[config.mk]
export PLATFORM = sky130hd
export DESIGN_NAME = xxh64_front
export DESIGN_NICKNAME = d
export VERILOG_FILES = /design/src/sv/xxh64_pkg.sv /design/src/sv/xxh64_front.sv
export SDC_FILE = /design/constraint.sdc
export NUM_CORES = 1
export LEC_CHECK = 0
export BUFFER_PORTS_ARGS = -buffer_cell sky130_fd_sc_hd__buf_2
export CAP_MARGIN = 10
export CORE_AREA = 4 4 103 105
export DETAILED_ROUTE_END_ITERATION = 8
export DIE_AREA = 0 0 107 109
export PLACE_DENSITY = 0.55
export RECOVER_POWER = 50
export SETUP_SLACK_MARGIN = 0.05
export SLEW_MARGIN = 5
export SYNTH_ARGS = -nofsm -noshare
export SYNTH_HDL_FRONTEND = slang
export SYNTH_SLANG_ARGS = --single-unit
[constraint.sdc]
create_clock -name clk -period 0.8 [get_ports clk]
set_input_delay 0.08 -clock clk [delete_from_list [all_inputs] [get_ports clk]]
set_output_delay 0.08 -clock clk [all_outputs]
set_load 0.05 [all_outputs]
[src/sv/xxh64_pkg.sv]
// xxh64_pkg: constants, types and helper functions for the streaming XXH64 block.
// Used by every module of the block; has no dependencies.
package xxh64_pkg;

  localparam logic [63:0] P1 = 64'd11400714785074694791;
  localparam logic [63:0] P2 = 64'd14029467366897019727;
  localparam logic [63:0] P3 = 64'd1609587929392839161;
  localparam logic [63:0] P4 = 64'd9650029242287828579;
  localparam logic [63:0] P5 = 64'd2870177450012600261;

  localparam int LENGTH_BITS_DEF = 64;
  localparam int FIFO_DEPTH = 2;

  // One classified word from front to back.
  typedef struct packed {
    logic [63:0] word;
    logic [3:0]  nbytes;
    logic        last;
    logic        first;
    logic [63:0] seed;
  } fe_item_t;

  typedef enum logic [4:0] {
    S_IDLE,
    S_LOAD,
    S_RND_MUL,
    S_RND_ROT,
    S_RND_MUL2,
    S_FIN_ROT,
    S_FIN_MRG_MUL,
    S_FIN_MRG_ROT,
    S_FIN_MRG_MUL2,
    S_FIN_MRG_MUL3,
    S_FIN_LEN,
    S_T8_MUL,
    S_T8_ROT,
    S_T8_MUL2,
    S_T8_MUL3,
    S_T4_MUL,
    S_T4_MUL2,
    S_T1_MUL,
    S_T1_MUL2,
    S_AV1,
    S_AV2,
    S_AV3,
    S_AV4,
    S_OUT
  } be_state_t;

  function automatic logic [63:0] rotl(input logic [63:0] x, input logic [5:0] r);
    rotl = (x << r) | (x >> (7'd64 - {1'b0, r}));
  endfunction

endpackage

[src/sv/xxh64_front.sv]
// xxh64_front: accepts input items, normalizes byte counts and masks, marks message start.
// Depends on xxh64_pkg.
module xxh64_front (
  input  logic                 clk,
  input  logic                 rst,
  input  logic [63:0]          seed,
  input  logic                 in_valid,
  output logic                 in_ready,
  input  logic [63:0]          in_word,
  input  logic [3:0]           in_count,
  input  logic                 in_last,
  output logic                 push,
  output xxh64_pkg::fe_item_t  push_item,
  input  logic                 full
);

  logic in_msg;
  logic [3:0] nb;
  logic [63:0] mask;

  assign in_ready = !full;
  assign push = in_valid && in_ready;

  always_comb begin
    nb = in_last ? ((in_count > 4'd8) ? 4'd8 : in_count) : 4'd8;
    mask = (nb == 4'd8) ? '1 : ~({64{1'b1}} << {nb[2:0], 3'b000});
    push_item.word = in_word & mask;
    push_item.nbytes = nb;
    push_item.last = in_last;
    push_item.first = !in_msg;
    push_item.seed = seed;
  end

  always_ff @(posedge clk) begin
    if (rst) begin
      in_msg <= 1'b0;
    end else if (push) begin
      in_msg <= !in_last;
    end
  end

endmodule

==> flow_summary.yaml <==
power_and_ir_drop:
  irDropWorstVdd_mv: 0.300
  p_total_mw: 2.47
  p_leak_nw: 1.50
  power-per-cell-area_nw_per_um2: 832
place:
  dp_hpwl_um: 4010
  dp_cells: 374
  dpl_cell_area_um2: 2250
  place_ws_ns: -0.454
  routabilityCongestion: 0.636
  port_buffers: 144
cells_and_area:
  n_antenna_cell: 0
  fin_util_pct: 30.8
  top_register: "in_msg"
  final_nets: 390
  fin_cells: 384
  synthToLayoutAreaGrowth_pct: 163
  largest_reg_flops: 1
  finalInstanceArea_um2: 2970
  reg.largest.list: "in_msg: 1 flops"
  drive_above_1_share_pct: 94.4
sta:
  finalCritPeriodShare_pct: 128
  hold_violations: 0
  tns_ns: -12.31
  period_needed_ns: 1.02
  setup_violations: 68
  worst_pin_slew_ns: 0.254
  skew_ns: 0
  rsz0062_at_grt: "yes"
  worst_slack_ns: -0.225
  slew_violations: 0
  hold_ws_ns: 0.160
  slew_headroom_pct: 83.0
  maxClockFrequency_ghz: 0.976
hold_path:
  min_path_cells: 0
  min_from: "seed[26]"
  min_to: "push_item[26]"
  min_path_type: "primary input to output port"
drt:
  drc: 0
  drt_first_pass_iters: 4
  routed-via-count: 1365
  antenna_left: 0
  avgViaCountPerCell: 3.55
  drt_iter0_drc: 27
  routedWlPerCell_um: 13.6
  routed_wl_um: 5210
yosys:
  synth.avg_cell_area_um2: 7.39
  synth_cells: 153
  synth_seq_area_share_pct: 1.77
  syn-num-nets: 290
  synth_seq_cells: 1
  synth_cell_type_count: 18
  syn_area_um2: 1130
  yosysWarnings: 0
die:
  dieArea_um2: 11700
  core-area_um2: 9640
  rows: 36
  die_h_um: 109
  ios: 273
  die_w_um: 107
  start_util_pct: 11.7
setup_path:
  worstPathRequired_ns: 0.72
  regToRegStartpoint: "in_msg"
  critPathLaunchType: "primary input"
  reg2regPathDepth: 1
  r2r_end: "in_msg"
  end_kind: "output port"
  reg2reg_slack_ns: 0.18
  cp.arrival_ns: 0.94
  worstSetupPathType: "primary input to output port"
  path_max_fanout: 6
global_routing:
  grt_max_degree: 19
  antenna_found_initial: 2
  grt_pass1_vias: 1403
  grt_remaining_overflow: 0
  grt_pass1_wl_um: 7230
  grt_usage_pct: 7.56
outcome:
  status: "finished with violations"
  violations: "negative setup slack"
cts:
  postCtsHoldBufs: 0
  clock_latency_ns: 0
job:
  max_cap_viol_count: 0
==> logic make-up after synthesis <==
family                 count (synthesis)  share of synthesized area (%)
buffers and inverters                 74                           47.8
AO/OA/AOI/OAI                         42                           27.9
AND/OR/NAND/NOR                       36                           22.6
flip-flops                             1                           1.77
==> synthesized netlist by cell type (all sizes together) <==
| master | instances | area (um^2) |
|---|---|---|
| nor3b | 1 | 18.8 |
| nor4b | 1 | 23.8 |
| nand3 | 1 | 5.00 |
| a21boi | 40 | 300 |
| nand2 | 2 | 7.51 |
| nor2b | 26 | 170 |
| o21ai | 1 | 5.00 |
| buf | 70 | 526 |
| and2 | 3 | 18.8 |
| dfxtp | 1 | 20.0 |
| nand3b | 1 | 7.51 |
| o211a | 1 | 10.0 |
| nor2 | 1 | 3.75 |
| inv | 4 | 15.0 |
==> final cells by class <==
cell class,instances,area [um^2]
timing repair buffer,168,1610
multi-input combinational,78,1160
inverter,4,15.0
fill,987,6670
tap,133,166
sequential,1,20.0
==> critical path, stage by stage <==
cell and delay, ns:
buf_12 0.11, nor3b_4 0.22, buf_6 0.15, clkbuf_16 0.17, a21boi_4 0.05, buf_6 0.15
==> routing by layer <==
metal	vias up	wire length [um]	track usage, %	share of wire [%]
li1	632	-	-	-
met1	605	1580	7.32	30
met2	106	2910	15.3	56
met3	18	631	2.78	12
met4	4	60	1.28	1.2
met5	-	34	0	0.65
==> placed cells by master, fill, tap and decap left out, types with 3 or more instances in the layout <==
master | netlist | routed
buf_2 | 3 | 71
buf_6 | 2 | 65
a21boi_4 | 0 | 34
nor2b_4 | 1 | 20
buf_12 | 0 | 15
buf_4 | 65 | 8
buf_8 | 0 | 7
a21boi_2 | 0 | 6
nor2b_1 | 25 | 6
inv_1 | 4 | 4
and2_4 | 0 | 3
==> timing repair <==
action / 4_1_cts / 5_1_grt
setup buffers: 8 / 0
resized for setup: 165 / 7
cloned: 2 / 1
pin swaps: 10 / 5
endpoints found under the setup margin: 68 / 68
==> where the power goes <==
group          internal, mW  switching (mW)
registers            0.0543         0.00155
logic                  1.07            1.35
clock network             0               0
==> worst max-delay path by stage <==
stage                start        endpoint  slack, ns  cells past startpoint
2_1_floorplan      in_last  push_item[126]      -0.19                      2
3_5_place_dp   in_count[1]  push_item[104]      -0.45                      4
4_1_cts            in_last   push_item[75]      -0.30                      7
5_1_grt        in_count[3]   push_item[74]      -0.27                      6
6_report       in_count[3]   push_item[86]      -0.22                      6
3_3_place_gp   in_count[1]  push_item[104]      -0.43                      4
(Power assumes the default switching activity.)
