===== src/sv/xxh64_pkg.sv =====
// xxh64_pkg: constants, types and helper functions for the streaming XXH64 block.
// Used by every module of the block; has no dependencies.
package xxh64_pkg;

  localparam logic [63:0] P1 = 64'd11400714785074694791;
  localparam logic [63:0] P2 = 64'd14029467366897019727;
  localparam logic [63:0] P3 = 64'd1609587929392839161;
  localparam logic [63:0] P4 = 64'd9650029242287828579;
  localparam logic [63:0] P5 = 64'd2870177450012600261;

  localparam int LENGTH_BITS_DEF = 64;
  localparam int FIFO_DEPTH = 2;

  // One classified word from front to back.
  typedef struct packed {
    logic [63:0] word;
    logic [3:0]  nbytes;
    logic        last;
    logic        first;
    logic [63:0] seed;
  } fe_item_t;

  typedef enum logic [4:0] {
    S_IDLE,
    S_LOAD,
    S_RND_MUL,
    S_RND_ROT,
    S_RND_MUL2,
    S_FIN_ROT,
    S_FIN_MRG_MUL,
    S_FIN_MRG_ROT,
    S_FIN_MRG_MUL2,
    S_FIN_MRG_MUL3,
    S_FIN_LEN,
    S_T8_MUL,
    S_T8_ROT,
    S_T8_MUL2,
    S_T8_MUL3,
    S_T4_MUL,
    S_T4_MUL2,
    S_T1_MUL,
    S_T1_MUL2,
    S_AV1,
    S_AV2,
    S_AV3,
    S_AV4,
    S_OUT
  } be_state_t;

  function automatic logic [63:0] rotl(input logic [63:0] x, input logic [5:0] r);
    rotl = (x << r) | (x >> (7'd64 - {1'b0, r}));
  endfunction

endpackage


===== src/sv/xxh64_fifo.sv =====
// xxh64_fifo: short item queue between front and back.
// Depends on xxh64_pkg.
module xxh64_fifo #(
  parameter int DEPTH = xxh64_pkg::FIFO_DEPTH
) (
  input  logic                clk,
  input  logic                rst,
  input  logic                push,
  input  xxh64_pkg::fe_item_t push_item,
  output logic                full,
  input  logic                pop,
  output xxh64_pkg::fe_item_t pop_item,
  output logic                empty
);

  localparam int AW = (DEPTH > 1) ? $clog2(DEPTH) : 1;

  xxh64_pkg::fe_item_t mem [DEPTH];
  logic [AW-1:0] wp, rp;
  logic [AW:0] cnt;

  assign full = (cnt == (AW+1)'(DEPTH));
  assign empty = (cnt == '0);
  assign pop_item = mem[rp];

  always_ff @(posedge clk) begin
    if (push) begin
      mem[wp] <= push_item;
    end
  end

  always_ff @(posedge clk) begin
    if (rst) begin
      wp <= '0;
      rp <= '0;
      cnt <= '0;
    end else begin
      if (push) begin
        wp <= (wp == AW'(DEPTH-1)) ? '0 : wp + 1'b1;
      end
      if (pop) begin
        rp <= (rp == AW'(DEPTH-1)) ? '0 : rp + 1'b1;
      end
      cnt <= cnt + (AW+1)'(push) - (AW+1)'(pop);
    end
  end

endmodule


===== config.mk =====
export PLATFORM = sky130hd
export DESIGN_NAME = xxh64_fifo
export DESIGN_NICKNAME = d
export VERILOG_FILES = /design/src/sv/xxh64_pkg.sv /design/src/sv/xxh64_fifo.sv
export SDC_FILE = /design/constraint.sdc
export NUM_CORES = 1
export LEC_CHECK = 0
export ABC_AREA = 1
export CAP_MARGIN = 30
export CORE_ASPECT_RATIO = 0.9
export CORE_MARGIN = 4
export CORE_UTILIZATION = 53
export CTS_BUF_LIST = sky130_fd_sc_hd__clkbuf_8 sky130_fd_sc_hd__clkbuf_16
export DETAILED_ROUTE_END_ITERATION = 8
export DONT_BUFFER_PORTS = 1
export PLACE_DENSITY = 0.68
export SLEW_MARGIN = 20
export SYNTH_ARGS = -nofsm -noshare
export SYNTH_HDL_FRONTEND = slang
export SYNTH_SLANG_ARGS = --single-unit

===== constraint.sdc =====
create_clock -name clk -period 9.5 [get_ports clk]
set_input_delay 1.9 -clock clk [delete_from_list [all_inputs] [get_ports clk]]
set_output_delay 1.9 -clock clk [all_outputs]
set_load 0.005 [all_outputs]

==> impl_metrics.json, run 1 <==
{
  "clock-sinks": 273,
  "ir_drop_v": 0.0001805,
  "wirelength_mm": 17.20,
  "max_slew_margin": 0.3803,
  "end_kind": "output port",
  "layout_commonest_cell": "edfxtp_1",
  "route.detailed.drc": 0,
  "yosysSeqAreaShare": 0.8042,
  "setup_tns_ps": 0,
  "die_h_um": 139.2,
  "critPathArrivalTime_ps": 2190,
  "fin_cells": 733,
  "power_density_nw_per_um2": 232.9,
  "setup_viol": 0,
  "cp_max_fo": 42,
  "synth_area_um2": 10130,
  "htreeDepth": 1,
  "diodes": 0,
  "rrSetupSlack_ps": 7210,
  "grt_first_pass_wirelength_mm": 25.79,
  "gp_congestion": 0.7082,
  "clk_pin_slew_ps": 60,
  "holdCritPathClass": "flop to flop",
  "cts_setup_buffers": 0,
  "ys_types": 14,
  "grt_pass1_vias": 4277,
  "outcome": "completed",
  "clkLatencyLatePin_ps": 510,
  "row_count": 47,
  "max_clock_freq_mhz": 244.4,
  "vias": 3996,
  "drt_first_pass_iters": 4,
  "fp.dieArea_um2": 21390,
  "cts-root-buf": "clkbuf_16",
  "rsz0062_at_grt": "no",
  "cts_resized": 0,
  "place_hpwl_mm": 11.56,
  "cts_buffer_depth": 3,
  "slew_violations": 0,
  "antenna_left": 0,
  "dr.first_iter.drc_count": 198,
  "fin_crit_ps": 4092,
  "place_inst": 682,
  "area_delta_synth_final_pct": 11.79,
  "io_pins": 274,
  "hold_violations": 0,
  "cap_violations": 0,
  "fin_skew_ps": 9.571,
  "grt_overflow": 0,
  "finalCritPeriodShare": 0.4308,
  "p_leak_nw": 3.869,
  "cts_tree": "yes",
  "crit_type": "flop to output port",
  "routed_via_density": 5.452,
  "drive_gt1_frac": 0.3832,
  "initial_core_util": 0.5452,
  "cp.required_ps": 7600,
  "wire_per_inst_um": 23.47,
  "tightest_slew_ps": 929.5,
  "synth_seq_cells": 273,
  "grt_max_degree": 76,
  "synth_fp_nets": 588,
  "final_cell_mix": "edfxtp_1, mux2_2, mux2_4",
  "port_buffers": 0,
  "yosys_warnings": 0,
  "cp-start-kind": "flop",
  "cts_buffers": 27,
  "cts_hold_repair.buffers": 0,
  "nNetsFinal": 609,
  "die_w_um": 153.7,
  "syn_inst": 448,
  "grt_antenna_before_repair": 0,
  "syn_avg_cell_area_um2": 22.61,
  "grtUsageTotal": 0.1556,
  "core_area_um2": 18580
}
==> state kept, by name, summed over array words and instances, names as in the netlist, named ones only <==
name	count
wp	1
mem	268
cnt	2
rp	1
==> routing by layer <==
metal  GRT usage  routed length [um]  vias up  share of wire
met3      0.1033                2746       31           0.16
met4     0.04322                 434        0          0.025
met5           0                   0        -              0
met1      0.1616                5597     1936           0.33
met2      0.2594                8427      228           0.49
li1            -                   -     1801              -
==> worst paths after layout <==
| path | from | endpoint | cells past startpoint |
|---|---|---|---|
| worst max-delay path | flop | pop_item[41] | 3 |
| worst min-delay path | rp | rp | 2 |
| worst max register to register | wp | mem[1][81] | 4 |
| worst min register to register | rp | rp | 2 |
==> worst max-delay path, cell delays in order (launching register included) <==
cell,delay (ps)
dfxtp_4,510
buf_4,410
buf_16,320
mux2_2,390
==> through the flow <==
step	area, um^2	hold slack (ps)	worst slack [ps]	power (mW)	util
after floorplan	10130	479.9	1323	1.594	-
after global placement	10360	497.0	5155	1.616	0.5573
after detailed placement	10360	515.5	5121	1.623	0.5573
after CTS	11250	532.3	4554	2.668	0.6054
after global routing	11330	579.6	5266	2.749	0.6095
final	11330	525.7	5408	2.637	0.6095
==> report_power, final <==
part / internal, mW / leakage [nW] / switching, mW / total, mW
clock: 0.627 / 0.449 / 0.414 / 1.04
combinational: 0.0866 / 0.863 / 0.0938 / 0.180
sequential: 1.40 / 2.56 / 0.0184 / 1.42
total: 2.11 / 3.87 / 0.527 / 2.64
==> cell families (layout without fill, tap and decap cells) <==
| family | Yosys count | count (layout) | share of synthesized area |
|---|---|---|---|
| muxes | 134 | 134 | 0.1712 |
| buffers and inverters | 23 | 63 | 0.01531 |
| and+or+nand+nor | 14 | 14 | 0.005433 |
| xor gates and xnor gates | 1 | 1 | 0.0008647 |
| AOI/OAI and AO/OA | 1 | 1 | 0.0004935 |
| adders and majority gates | 2 | 2 | 0.002470 |
| DFF | 273 | 273 | 0.8042 |
==> final cells by class <==
| cell class | count | area [um^2] |
|---|---|---|
| clock buffer | 27 | 675.6 |
| clock inverter | 21 | 219.0 |
| fill | 1282 | 7257 |
| inverter | 8 | 32.53 |
| multi-input combinational | 152 | 1836 |
| sequential | 273 | 8152 |
| tap | 245 | 306.5 |
| timing repair buffer | 7 | 105.1 |
==> cell usage after synthesis, drive strengths merged <==
cell type  count  share of area
a21oi          1        0.00049
buf           15          0.012
dfxtp          5         0.0099
edfxtp       268           0.79
ha             2         0.0025
inv            8         0.0030
mux2         134           0.17
nand2          4         0.0015
nand3          1        0.00049
nor2           8         0.0030
nor3           1        0.00049
xnor2          1        0.00086
No activity file was read; power rests on OpenSTA's default activity.
==> inputs of run 2 (changes only) <==
--- a/config.mk
+++ b/config.mk
@@ -13,7 +13,7 @@
 export CTS_BUF_LIST = sky130_fd_sc_hd__clkbuf_8 sky130_fd_sc_hd__clkbuf_16
 export DETAILED_ROUTE_END_ITERATION = 8
 export DONT_BUFFER_PORTS = 1
-export PLACE_DENSITY = 0.68
+export PLACE_DENSITY = 0.71
 export SLEW_MARGIN = 20
 export SYNTH_ARGS = -nofsm -noshare
 export SYNTH_HDL_FRONTEND = slang
==> constraint.sdc (replaced) <==
create_clock -name clk -period 3.7 [get_ports clk]
set_input_delay 0.74 -clock clk [delete_from_list [all_inputs] [get_ports clk]]
set_output_delay 0.74 -clock clk [all_outputs]
set_load 0.005 [all_outputs]
==> impl_metrics.json, run 2 (same netlist as run 1, synthesis figures left out) <==
{
  "grt_antenna_before_repair": 0,
  "port_buffers": 0,
  "antenna_left": 0,
  "rrSetupSlack_ps": 1760,
  "io_pins": 274,
  "fin_skew_ps": 8.830,
  "diodes": 0,
  "fp.dieArea_um2": 21390,
  "wirelength_mm": 17.45,
  "core_area_um2": 18580,
  "nNetsFinal": 612,
  "die_h_um": 139.2,
  "cp-start-kind": "flop",
  "critPathArrivalTime_ps": 2110,
  "final_cell_mix": "edfxtp_1, mux2_2, mux2_4",
  "cts_setup_buffers": 0,
  "cts_buffer_depth": 3,
  "routed_via_density": 5.450,
  "cap_violations": 0,
  "power_density_nw_per_um2": 576.6,
  "regArea_um2": 8152,
  "grt_pass1_vias": 4333,
  "drive_gt1_frac": 0.3689,
  "cts_tree": "yes",
  "rr_worst_depth": 3,
  "rsz0062_at_grt": "no",
  "grtUsageTotal": 0.1557,
  "setup_viol": 0,
  "top_register": "mem",
  "fin_util": 0.6032,
  "dr.first_iter.drc_count": 200,
  "grt_first_pass_wirelength_mm": 25.70,
  "multi_input_area_um2": 1836,
  "die_w_um": 153.7,
  "reg2reg_to": "mem[1][60]",
  "hold_violations": 0,
  "cp.required_ps": 2960,
  "finalCritPeriodShare": 0.7699,
  "grt_max_degree": 82,
  "cts-root-buf": "clkbuf_16",
  "area_delta_synth_final_pct": 10.63,
  "max_clock_freq_mhz": 351.0,
  "cts_buffers": 26,
  "crit_type": "flop to output port",
  "min-delay-start": "rst",
  "end_kind": "output port",
  "row_count": 47,
  "max_slew_margin": 0.4754,
  "cts_hold_repair.buffers": 0,
  "clkLatencyLatePin_ps": 510,
  "slew_violations": 0,
  "wire_per_inst_um": 23.81,
  "route.detailed.drc": 0,
  "largestRegisters": "mem (268), cnt (2)",
  "setup_tns_ps": 0,
  "grt_overflow": 0,
  "p_leak_nw": 3.822,
  "gp_congestion": 0.7846,
  "r2r-start": "wp",
  "cp_max_fo": 56,
  "tightest_slew_ps": 785.2,
  "outcome": "completed",
  "fin_crit_ps": 2849,
  "place_hpwl_mm": 12.28,
  "holdCritPathClass": "primary input to flop",
  "clock-sinks": 273,
  "ir_drop_v": 0.0004416,
  "cts_resized": 0,
  "drt_first_pass_iters": 4,
  "largest_register_ffs": 268,
  "layout_commonest_cell": "edfxtp_1",
  "fillers": 1310,
  "htreeDepth": 1,
  "initial_core_util": 0.5452,
  "clk_pin_slew_ps": 60,
  "vias": 3995,
  "holdPathStages": 1
}
## run 2: changes by cell type in the layout (fill, tap and decap cells not counted), moves of 2 or more
cell	before	now
clkinv_1	2	7
clkinv_4	4	0
buf_16	2	0
inv_1	10	12
buf_4	4	9
clkinv_2	6	3
bufinv_16	4	1
## run 2: power by group
group          total (mW)  internal (mW)  switching, mW
registers            3.64           3.59         0.0574
clock network        2.37           1.37          0.993
logic               0.454          0.221          0.234
## run 2: critical path, stage by stage, from the launching register on
cell and delay [ps]:
dfxtp_4 710, buf_12 400, mux2_2 400
## run 2: per-layer routing
layer | global-route usage | vias up | share of wire
met5 | 0.004535 | - | 0
met1 | 0.1674 | 1958 | 0.34
li1 | - | 1802 | -
met4 | 0.03439 | 0 | 0.015
met3 | 0.09984 | 19 | 0.16
met2 | 0.2601 | 216 | 0.49
## run 2: stage by stage
stage / hold slack [ps] / instances / setup slack, ps / instance area [um^2] / power, mW
finish: 286.4 / 733 / 851.2 / 11210 / 6.462
global route: 260.5 / 733 / 719.8 / 11210 / 6.735
CTS: 263.1 / 733 / 790.2 / 11210 / 6.555
detailed placement: 497.3 / 689 / 1297 / 10440 / 4.178
global placement: 494.0 / 689 / 1316 / 10440 / 4.157
floorplan: 479.9 / 448 / 490.8 / 10140 / 4.078
## run 2: worst max-delay path by stage
stage | end | cells after the start | start | slack [ps]
3_5_place_dp | mem[1][131] | 3 | push | 1300
4_1_cts | pop_item[54] | 2 | flop | 790
2_1_floorplan | mem[1][0] | 2 | push | 490
3_3_place_gp | mem[1][125] | 3 | push | 1320
5_1_grt | pop_item[54] | 2 | flop | 720
6_report | pop_item[57] | 2 | flop | 850
## run 2: area by class of cell
class | instances | share of cell area
clock inverters | 17 | 0.008707
inverters | 8 | 0.003014
multi-input cells | 152 | 0.1638
repair buffers | 11 | 0.009600
well taps | 245 | 0.02735
clock buffers | 27 | 0.06028
flip-flops and latches | 273 | 0.7273
==> inputs of run 3 (changes only) <==
--- a/config.mk
+++ b/config.mk
@@ -13,7 +13,7 @@
 export CTS_BUF_LIST = sky130_fd_sc_hd__clkbuf_8 sky130_fd_sc_hd__clkbuf_16
 export DETAILED_ROUTE_END_ITERATION = 8
 export DONT_BUFFER_PORTS = 1
-export PLACE_DENSITY = 0.71
+export PLACE_DENSITY = 0.68
 export SLEW_MARGIN = 20
 export SYNTH_ARGS = -nofsm -noshare
 export SYNTH_HDL_FRONTEND = slang
==> constraint.sdc (replaced) <==
create_clock -name clk -period 2.9 [get_ports clk]
set_input_delay 0.58 -clock clk [delete_from_list [all_inputs] [get_ports clk]]
set_output_delay 0.58 -clock clk [all_outputs]
set_load 0.005 [all_outputs]
==> impl_metrics.json, run 3 (same netlist as run 1, synthesis figures left out) <==
{
  "outcome": "completed",
  "end_kind": "output port",
  "cts-root-buf": "clkbuf_16",
  "power_frac_clock": 0.382,
  "wire_per_inst_um": 23.55,
  "grt_max_degree": 80,
  "internal_power_mw": 6.821,
  "dr.first_iter.drc_count": 254,
  "setup_tns_ps": 0,
  "nNetsFinal": 611,
  "layout_commonest_cell": "edfxtp_1",
  "grt_pass1_vias": 4411,
  "cap_violations": 0,
  "place_hpwl_mm": 11.83,
  "io_pins": 274,
  "grt_antenna_before_repair": 0,
  "area_delta_synth_final_pct": 12.09,
  "finalCritPeriodShare": 0.8766,
  "p_sw_mw": 1.669,
  "route.detailed.drc": 0,
  "fin_crit_ps": 2542,
  "cts_setup_buffers": 0,
  "max_slew_margin": 0.5048,
  "diodes": 0,
  "die_h_um": 139.2,
  "place_inst": 688,
  "multi_input_area_um2": 1852,
  "fillers": 1324,
  "critPathArrivalTime_ps": 1960,
  "cts_buffer_depth": 3,
  "drt_first_pass_iters": 4,
  "row_count": 47,
  "top_register": "mem",
  "clock-sinks": 273,
  "core_area_um2": 18580,
  "largestRegisters": "mem (268), cnt (2)",
  "fin_util": 0.6111,
  "htreeDepth": 1,
  "clkLatencyLatePin_ps": 510,
  "largest_register_ffs": 268,
  "crit_type": "flop to output port",
  "cp.required_ps": 2320,
  "cts_hold_repair.buffers": 0,
  "port_buffers": 0,
  "final_cell_mix": "edfxtp_1, mux2_2, mux2_4",
  "hold_violations": 0,
  "rsz0062_at_grt": "no",
  "cp-start-kind": "flop",
  "power_density_nw_per_um2": 747.6,
  "cts_resized": 0,
  "setup_viol": 0,
  "grt_first_pass_wirelength_mm": 26.06,
  "gp_congestion": 0.7191,
  "clk_pin_slew_ps": 60,
  "p_leak_nw": 3.887,
  "regArea_um2": 8152,
  "slew_violations": 0,
  "antenna_left": 0,
  "cts_buffers": 26,
  "initial_core_util": 0.5452,
  "fin_skew_ps": 11.09,
  "fin_cells": 736,
  "swShare": 0.1966,
  "die_w_um": 153.7,
  "p_seq_frac": 0.547,
  "grtUsageTotal": 0.1554,
  "wirelength_mm": 17.33,
  "cts_tree": "yes",
  "ir_drop_v": 0.0006873,
  "drive_gt1_frac": 0.3747,
  "p_comb_frac": 0.070,
  "grt_overflow": 0,
  "fp.dieArea_um2": 21390,
  "max_clock_freq_mhz": 393.4,
  "vias": 4064,
  "cp_max_fo": 32,
  "holdCritPathClass": "primary input to flop",
  "routed_via_density": 5.522,
  "tightest_slew_ps": 742.8
}
-- run 3: cell types whose count changed in the layout (fill, tap and decap cells not counted), sizes merged --
cell,delta
buf,-1
bufinv,+1
clkbuf,+4
clkinv,-3
clkinvlp,-1
inv,+3
-- run 3: metal layers --
metal / wire, um / up-vias / global-route usage
li1: - / 1811 / -
met1: 5903 / 2004 / 0.1746
met3: 2338 / 30 / 0.08237
met4: 414 / 0 / 0.03857
met2: 8675 / 219 / 0.2629
met5: 0 / - / 0
-- run 3: final cells by class --
class	count	share of cell area
inverter	8	0.004077
clock inverter	17	0.01047
clock buffer	31	0.06435
multi-input combinational	152	0.1631
tap	245	0.02699
timing repair buffer	10	0.01322
sequential	273	0.7178
-- run 3: power by group through the flow --
stage / clock network, mW / registers, mW / logic [mW]
2_1_floorplan: 0 / 4.70 / 0.504
3_3_place_gp: 0 / 4.72 / 0.603
3_5_place_dp: 0 / 4.73 / 0.614
4_1_cts: 3.34 / 4.65 / 0.615
5_1_grt: 3.53 / 4.66 / 0.646
6_report: 3.24 / 4.65 / 0.598
-- run 3: final timing paths --
check / startpoint / end / slack (ps) / depth (start not counted)
setup / recovery: flop / pop_item[43] / 360 / 2
hold / removal: rst / flop / 130 / 1
setup reg to reg: wp / mem[1][53] / 1250 / 3
hold reg to reg: rp / flop / 520 / 2
-- run 3: worst max-delay path: stages (launching register included) --
cell and delay [ps]:
dfxtp_4 710, buf_4 340, mux2_2 380
-- run 3: through the flow --
step / hold WS (ps) / worst slack, ps / total power [mW] / instance area, um^2
floorplan: 479.9 / -96.99 / 5.206 / 10170
global placement: 500.1 / 880.3 / 5.324 / 10510
detailed placement: 504.9 / 855.5 / 5.347 / 10510
CTS: 102.0 / 297.1 / 8.610 / 11360
global route: 107.4 / 254.1 / 8.835 / 11360
finish: 125.7 / 357.8 / 8.489 / 11360
